==> src/lda_gibbs_topic_sampler_macros.svh <==
// Assertion macros for the topic sampler.
// Included by the top level; no other dependencies.
`ifndef LDA_GIBBS_TOPIC_SAMPLER_MACROS_SVH
`define LDA_GIBBS_TOPIC_SAMPLER_MACROS_SVH
`ifndef SYNTHESIS
`define LGTS_ASSERT_IMPLY(label, clk, rst_n, ante, cons, msg) \
    label: assert property (@(posedge clk) disable iff (!(rst_n)) (ante) |-> (cons)) \
        else $error(msg);
`define LGTS_ASSERT_NEXT(label, clk, rst_n, ante, cons, msg) \
    label: assert property (@(posedge clk) disable iff (!(rst_n)) (ante) |=> (cons)) \
        else $error(msg);
`else
`define LGTS_ASSERT_IMPLY(label, clk, rst_n, ante, cons, msg)
`define LGTS_ASSERT_NEXT(label, clk, rst_n, ante, cons, msg)
`endif
`endif

==> src/lgts_pkg.sv <==
// Shared constants, types and controller/datapath interface structs
// for the topic sampler. No dependencies.
package lgts_pkg;

    localparam int MAX_TOPICS         = 64;
    localparam int MAX_WORDS          = 4096;
    localparam int MAX_DOCS           = 256;
    localparam int MAX_TOKENS_PER_DOC = 1024;
    localparam int COUNT_BITS         = 20;

    localparam int DT_BITS   = 16;
    localparam int TT_BITS   = 24;
    localparam int DS_BITS   = 16;
    localparam int FRAC_BITS = 16;

    localparam int CMD_W      = 1;
    localparam int DOC_IDX_W  = 8;
    localparam int SLOT_IDX_W = 10;
    localparam int WORD_IDX_W = 12;
    localparam int RAND_W     = 32;
    localparam int TOPIC_W    = 6;
    localparam int TC_W       = 7;
    localparam int PRIOR_W    = 32;
    localparam int VOCAB_W    = 13;
    localparam int CFG_IDX_W  = 2;
    localparam int CFG_DATA_W = 32;

    localparam int TOPIC_BITS = $clog2(MAX_TOPICS);
    localparam int WORD_BITS  = $clog2(MAX_WORDS);
    localparam int DOC_BITS   = $clog2(MAX_DOCS);
    localparam int SLOT_BITS  = $clog2(MAX_TOKENS_PER_DOC);
    localparam int KE_W       = TOPIC_BITS + 1;

    localparam int WT_AW  = WORD_BITS + TOPIC_BITS;
    localparam int DT_AW  = DOC_BITS + TOPIC_BITS;
    localparam int TOK_AW = DOC_BITS + SLOT_BITS;
    localparam int CLR_AW = ((WORD_BITS > DOC_BITS) ? WORD_BITS : DOC_BITS) + TOPIC_BITS;

    localparam int MUL_W = 32;
    localparam int A_W   = ((COUNT_BITS + FRAC_BITS > PRIOR_W) ?
                            COUNT_BITS + FRAC_BITS : PRIOR_W) + 1;
    localparam int B_W   = ((DT_BITS + FRAC_BITS > PRIOR_W) ?
                            DT_BITS + FRAC_BITS : PRIOR_W) + 1;
    localparam int P_W   = A_W + B_W;
    localparam int VB_W  = VOCAB_W + PRIOR_W;
    localparam int DEN_W = ((TT_BITS + FRAC_BITS > VB_W) ? TT_BITS + FRAC_BITS : VB_W) + 1;
    localparam int Q_W   = 48;
    localparam int QC_W  = $clog2(Q_W);
    localparam int CUM_W = Q_W + TOPIC_BITS;

    localparam logic [TC_W-1:0]    TOPIC_COUNT_RST = TC_W'(8);
    localparam logic [PRIOR_W-1:0] ALPHA_RST       = PRIOR_W'(409600);
    localparam logic [PRIOR_W-1:0] BETA_RST        = PRIOR_W'(655);
    localparam logic [VOCAB_W-1:0] VOCAB_RST       = VOCAB_W'(4096);

    typedef enum logic [CFG_IDX_W-1:0] {
        CFG_TOPIC_COUNT = 2'd0,
        CFG_ALPHA       = 2'd1,
        CFG_BETA        = 2'd2,
        CFG_VOCAB       = 2'd3
    } t_cfg_index;

    typedef enum logic [1:0] {
        MUL_AB    = 2'd0,
        MUL_RK    = 2'd1,
        MUL_RT_LO = 2'd2,
        MUL_RT_HI = 2'd3
    } t_mul_op;

    typedef enum logic [4:0] {
        S_CLEAR,
        S_IDLE,
        S_DISPATCH,
        S_INIT_PICK,
        S_TOK_LAT,
        S_DEC_RD,
        S_DEC_WR,
        S_W_RD,
        S_W_OP,
        S_W_M1,
        S_W_M2,
        S_W_DIVS,
        S_W_DIV,
        S_W_ACC,
        S_T_M1,
        S_T_M2,
        S_T_U,
        S_S_RD,
        S_S_CMP,
        S_UPD_RD,
        S_UPD_WR
    } t_state;

    typedef struct packed {
        logic    clr_en;
        logic    load;
        logic    tok_lat;
        logic    cnt_wr;
        logic    cnt_up;
        logic    w_rd;
        logic    w_op;
        logic    mul_en;
        t_mul_op mul_op;
        logic    prod_en;
        logic    div_start;
        logic    acc_en;
        logic    t_clr;
        logic    t_inc;
        logic    tot_clr;
        logic    plo_en;
        logic    u_en;
        logic    pick;
        logic    init_pick;
        logic    result;
    } t_ctrl_cmd;

    typedef struct packed {
        logic clr_last;
        logic resample;
        logic t_last;
        logic div_done;
        logic total_zero;
        logic found;
    } t_dp_status;

endpackage

==> src/lgts_ctrl.sv <==
// Controller state machine sequencing the reset clearing pass, initial draws and resampling.
// Depends on lgts_pkg.
module lgts_ctrl
    import lgts_pkg::*;
(
    input  logic       i_clk,
    input  logic       i_rst_n,
    input  logic       i_start,
    input  t_dp_status i_status,
    output t_ctrl_cmd  o_cmd,
    output logic       o_busy
);

    t_state r_state;
    t_state n_state;

    always_ff @(posedge i_clk) begin
        if (!i_rst_n) begin
            r_state <= S_CLEAR;
        end else begin
            r_state <= n_state;
        end
    end

    always_comb begin
        n_state = r_state;
        o_cmd   = '0;
        o_busy  = 1'b1;
        case (r_state)
            S_CLEAR: begin
                o_cmd.clr_en = 1'b1;
                if (i_status.clr_last) begin
                    n_state = S_IDLE;
                end
            end
            S_IDLE: begin
                o_busy = 1'b0;
                if (i_start) begin
                    o_cmd.load = 1'b1;
                    n_state    = S_DISPATCH;
                end
            end
            S_DISPATCH: begin
                o_cmd.mul_en = 1'b1;
                o_cmd.mul_op = MUL_RK;
                n_state = i_status.resample ? S_TOK_LAT : S_INIT_PICK;
            end
            S_INIT_PICK: begin
                o_cmd.init_pick = 1'b1;
                n_state = S_UPD_RD;
            end
            S_TOK_LAT: begin
                o_cmd.tok_lat = 1'b1;
                n_state = S_DEC_RD;
            end
            S_DEC_RD: begin
                n_state = S_DEC_WR;
            end
            S_DEC_WR: begin
                o_cmd.cnt_wr  = 1'b1;
                o_cmd.t_clr   = 1'b1;
                o_cmd.tot_clr = 1'b1;
                n_state = S_W_RD;
            end
            S_W_RD: begin
                o_cmd.w_rd = 1'b1;
                n_state = S_W_OP;
            end
            S_W_OP: begin
                o_cmd.w_op = 1'b1;
                n_state = S_W_M1;
            end
            S_W_M1: begin
                o_cmd.mul_en = 1'b1;
                o_cmd.mul_op = MUL_AB;
                n_state = S_W_M2;
            end
            S_W_M2: begin
                o_cmd.prod_en = 1'b1;
                n_state = S_W_DIVS;
            end
            S_W_DIVS: begin
                o_cmd.div_start = 1'b1;
                n_state = S_W_DIV;
            end
            S_W_DIV: begin
                if (i_status.div_done) begin
                    n_state = S_W_ACC;
                end
            end
            S_W_ACC: begin
                o_cmd.acc_en = 1'b1;
                if (i_status.t_last) begin
                    n_state = S_T_M1;
                end else begin
                    o_cmd.t_inc = 1'b1;
                    n_state = S_W_RD;
                end
            end
            S_T_M1: begin
                o_cmd.mul_en = 1'b1;
                o_cmd.mul_op = MUL_RT_LO;
                n_state = S_T_M2;
            end
            S_T_M2: begin
                o_cmd.mul_en = 1'b1;
                o_cmd.mul_op = MUL_RT_HI;
                o_cmd.plo_en = 1'b1;
                n_state = S_T_U;
            end
            S_T_U: begin
                o_cmd.u_en  = 1'b1;
                o_cmd.t_clr = 1'b1;
                n_state = i_status.total_zero ? S_UPD_RD : S_S_RD;
            end
            S_S_RD: begin
                n_state = S_S_CMP;
            end
            S_S_CMP: begin
                if (i_status.found || i_status.t_last) begin
                    o_cmd.pick = 1'b1;
                    n_state = S_UPD_RD;
                end else begin
                    o_cmd.t_inc = 1'b1;
                    n_state = S_S_RD;
                end
            end
            S_UPD_RD: begin
                n_state = S_UPD_WR;
            end
            S_UPD_WR: begin
                o_cmd.cnt_wr = 1'b1;
                o_cmd.cnt_up = 1'b1;
                o_cmd.result = 1'b1;
                n_state = S_IDLE;
            end
            default: begin
                n_state = S_IDLE;
            end
        endcase
    end

endmodule
==> config.mk <==
export PLATFORM = sky130hd
export DESIGN_NAME = lgts_ctrl
export DESIGN_NICKNAME = d
export VERILOG_FILES = /design/src/lda_gibbs_topic_sampler_macros.svh /design/src/lgts_pkg.sv /design/src/lgts_ctrl.sv
export SDC_FILE = /design/constraint.sdc
export NUM_CORES = 1
export LEC_CHECK = 0
export ABC_AREA = 1
export ABC_CLOCK_PERIOD_IN_PS = 1200
export BUFFER_PORTS_ARGS = -buffer_cell sky130_fd_sc_hd__buf_2
export CAP_MARGIN = 5
export CELL_PAD_IN_SITES_DETAIL_PLACEMENT = 0
export CELL_PAD_IN_SITES_GLOBAL_PLACEMENT = 1
export CORE_MARGIN = 4
export CORE_UTILIZATION = 23
export DETAILED_ROUTE_END_ITERATION = 8
export GPL_TIMING_DRIVEN = 0
export PLACE_DENSITY_LB_ADDON = 0.05
export SKIP_CTS_REPAIR_TIMING = 1
export SLEW_MARGIN = 25
export SYNTH_ARGS = -nofsm -noshare
export SYNTH_HDL_FRONTEND = slang
export SYNTH_SLANG_ARGS = --single-unit
==> constraint.sdc <==
create_clock -name i_clk -period 1.2 [get_ports i_clk]
set_clock_uncertainty 0.05 [all_clocks]
set_input_delay 0.12 -clock i_clk [delete_from_list [all_inputs] [get_ports i_clk]]
set_output_delay 0.12 -clock i_clk [all_outputs]
set_load 0.01 [all_outputs]
Word-level counts from Yosys, hierarchy flattened
Index checks and enable logic that the tools add are counted.

Register bits after elaboration: 5. Logic and storage cells: 60.

Equal/unequal tests: 23. Mux-type cells: 31. Reductions and logical operators: 5.

Operators with widths (number): 5-bit one-hot mux with 20 select lines (1); 5-bit by 4-bit equality test with 1-bit output (second input constant) (8); 5-bit equality test (second input constant) (5); 1-bit two-way mux (21); 5-bit by 3-bit equality test with 1-bit output (second input constant) (4); 5-bit two-way mux (3); 3-bit one-hot mux with 4 select lines (1); 5-bit by 2-bit equality test with 1-bit output (second input constant) (2); 2-bit inequality test (second input constant) (3); 5-bit by 1-bit equality test with 1-bit output (second input constant) (1); 5-bit zero test (1); 2-bit two-way mux (2); 4-bit two-way mux (1); 2-bit OR reduction (2); 3-bit two-way mux (1); 3-bit AND reduction (1); 1-bit one-hot mux with 2 select lines (1); 1-bit logical OR (1).

Longest topological paths before layout
Depth in word-level cells: 3. Mapped depth: 8. Gate-level depth less buffers: 8.

Least setup slack after synthesis
Ideal clock, no wire load.

Kind: register -> register. From: reg r_state[4]. To: reg r_state[2]. Setup time: 0.122 ns. Arrival time: 1.080 ns. Setup slack: -0.052 ns. Period minus slack after synthesis: 1.252 ns. Stages on the path, launching flop included: 7. Data required time: 1.028 ns. Path through: dfxtp_1 > inv_1 > buf_4 > nand3_1 > nor2_1 > nor3_1 > a21oi_1.

Cells in the longest elaborated chain, start to end: 3. Elaborated cells on any way between the ends: 25. Classes of those cells: eq/ne: 22; mux: 1; reduce/logical: 2.

RTL lines: from (decl) (RTL line lgts_ctrl.sv:14) `t_state r_state;`; from (signal assigned) (RTL line lgts_ctrl.sv:21) `r_state <= n_state;`; 5-bit by 4-bit equality test with 1-bit output, or another cell as far along (RTL line lgts_ctrl.sv:29) `case (r_state)`; 2-bit inequality test (no source line); 3-bit AND reduction (no source line).

Several ways; a longest one is shown, not always the timed one. A chain may end at the register's enable or synchronous reset.

==> summary.md <==
| Metric | Value |
|---|---|
| Post-synth top area cell | dfxtp_1 |
| Core area | 0.00228 mm2 |
| Avg Inst Size Synth | 5.13 um2 |
| Initial Util | 0.248 |
| Final nets | 164 |
| Final number of max-transition violations | 0 |
| Vias per inst | 4.55 |
| Clock latency on the worst-skew pair | 0.24 ns |
| Top cells by area, synth | dfxtp_1 18%, nand2_1 17%, nor2_1 16%, inv_1 14%, nand3_1 9.8% |
| Cells after DPL | 168 |
| Post-DR wirelength/cell | 11.1 um |
| GR Overflow Total | 0 |
| Global-route wire length before repair | 3.10 mm |
| Vias | 829 |
| Critical path required time | 1.03 ns |
| Register-to-register setup slack | -0.17 ns |
| DP Wirelength | 1.59 mm |
| Synth-to-layout area growth | 67.8% |
| Min cycle time layout | 1.53 ns |
| Die width | 57.5 um |
| Placement Cell Area | 756 um2 |
| Worst path most repeated cell | nand2_2 |
| Post-synthesis sequential area ratio | 0.177 |
| Max incr delay on CP | 0.38 ns |
| Longest Clk Path Bufs | 2 |
| Met1 WL | 904 um |
| # fillers | 274 |
| Synthesized instance count | 110 |
| Pre-CTS setup slack | -0.245 ns |
| Final wirelength | 2.03 mm |
| YS warnings | 0 |
| Worst Tran Pin Value | 0.231 ns |
| Max Cap Violations | 0 |
| Met2 wire len | 1.04 mm |
| WHS Endpoint | r_state[0]$_SDFFE_PN0P_ |
| Commonest non-fill, non-tap cell in the layout | buf_2 |
| Total GRT Usage | 0.115 |
| Layout cell share with drive strength beyond 1 | 0.481 |
| Cells along the critical path | nand2_2 -> nor2_4 -> nand2_2 -> or2_4 -> o31ai_2 -> buf_2 |
| Setup ws final | -0.327 ns |
| Hold Startpoint | i_rst_n |
| Synth Register Bits | 5 |
| Crit path DAT | 1.36 ns |
| # port buffers | 30 |
| Reg clk slew, reported paths | 0.04 ns |
| Initial antenna violation count | 0 |
| Fin crit share | 1.27 |
| Distinct cells, synth | 20 |
| Failing checks | setup timing |
| Leak | 0.569 nW |
| FP Rows | 17 |
| Die Height | 57.5 um |
| Reg2reg start | r_state[3]$_SDFFE_PN0P_ |
| Hold WC Path Type | input port to register |
| Cell area after layout | 947 um2 |
| Final setup vio count | 25 |
| CTS sink cnt | 5 |
| H-tree depth | 1 |
| Max Freq | 655 MHz |
| DRT Pass-1 Iters | 4 |
| R2R Path End | r_state[0]$_SDFFE_PN0P_ |
| Number of buffers created by CTS | 3 |
| Critical Path Sink Type | output port |
| PD cells | 1690 mW/mm2 |
| DRT antenna net count | 0 |
| Max reg flops | 5 |
| Initial DRC count | 14 |
| Worst R2R Path Depth | 8 |
| CP max stage cell | dfxtp_4 |
| RSZ-0062 raised after global routing | true |
| I/O Pins | 31 |
| Syn_nets | 119 |
| Setup crit start kind | register |
| Mapped Area | 564 um2 |
| Status | complete, but fails checks |
| Peak supply drop | 0.00102 V |
| Rel. slew slack | 0.846 |
| Worst hold path cell count | 3 |
| GPL Wtd Cong | 0.811 |
| Crit path max fanout | 5 |
| Vias in the first global route | 713 |
| CP Class | register to output port |
| Pwr Total | 1.60 mW |
| Final Hold Fails | 0 |
| Top reg by flops | r_state |
| CTS tree | yes |
| Met3 WL | 88 um |
| Largest registers | r_state (5) |
| Clk Tree Root Cell | clkbuf_4 |
| Drt drc | 0 |
| Die ar. | 0.00331 mm2 |
| Most frequent cells in the layout | 31 x buf_2, 25 x nand2_1, 19 x inv_1, 16 x nor2_1, 10 x buf_4 |
| Post-synth top area share | 0.177 |
| Largest net degree at the start of global routing | 11 |
| Layout Cells excl Fill | 182 |
| Diode count | 0 |
| Top Layer Used | met3 |
[logic make-up after synthesis]
family                 after synthesis  synth area share
DFF                                  5             0.177
and+or+nand+nor                     71             0.539
buffers and inverters               24             0.173
AOI/OAI and AO/OA                   10             0.111
[worst max-delay path, delay by kind of cell (launching register included)]
| kind | cells | cell delay, ns |
|---|---|---|
| simple gates | 4 | 0.53 |
| flops | 1 | 0.38 |
| buf+inv | 1 | 0.16 |
| compound gates | 1 | 0.06 |
[per-stage QoR]
step	utilization	hold slack, ns	TNS (ns)
2_1_floorplan	-	0.206	-0.0124
3_3_place_gp	0.332	0.329	-2.39
3_5_place_dp	0.332	0.332	-2.00
4_1_cts	0.344	0.0771	-7.35
5_1_grt	0.416	0.0768	-6.97
6_report	0.416	0.0732	-4.68
[Yosys cell counts]
library cell,number
o21bai_1,1
dfxtp_1,5
a31oi_1,2
a21oi_1,1
inv_2,1
inv_1,21
nand2_2,3
or2_2,1
nand2_1,26
o21ai_0,3
nand3_1,11
nor2_1,24
buf_4,2
or2_1,1
o22ai_1,1
a21oi_2,1
nor3_1,1
nand4_1,2
o31ai_1,1
nor2_2,2
[layout make-up]
| class | count | area, um2 | area share |
|---|---|---|---|
| well taps | 28 | 35.0 | 0.0370 |
| flip-flops and latches | 5 | 119 | 0.125 |
| clock buffers | 4 | 26.3 | 0.0277 |
| plain buffers | 2 | 18.8 | 0.0198 |
| repair buffers | 40 | 223 | 0.235 |
| multi-input cells | 81 | 440 | 0.465 |
| inverters | 22 | 85.1 | 0.0898 |
[power breakdown]
| group | total, mW | internal, mW | switching [mW] |
|---|---|---|---|
| clock network | 0.189 | 0.125 | 0.0635 |
| registers | 0.350 | 0.240 | 0.110 |
| logic | 1.06 | 0.430 | 0.629 |
| total | 1.60 | 0.795 | 0.802 |
[how the worst max path moves through the flow]
stage,from,to,cells past startpoint
2_1_floorplan,r_state[3]$_SDFFE_PN0P_,r_state[0]$_SDFFE_PN0P_,7
3_3_place_gp,r_state[3]$_SDFFE_PN0P_,o_cmd[6],6
3_5_place_dp,r_state[0]$_SDFFE_PN0P_,o_cmd[6],6
4_1_cts,r_state[0]$_SDFFE_PN0P_,o_cmd[6],6
5_1_grt,r_state[0]$_SDFFE_PN0P_,o_cmd[6],6
6_report,r_state[3]$_SDFFE_PN0P_,o_cmd[6],6
[layer usage]
layer / vias up / track usage
met5: - / 0
li1: 431 / -
met1: 379 / 0.147
met3: 0 / 0.0204
met2: 19 / 0.197
met4: 0 / 0.0298
Power figures use the tool's default switching activity.
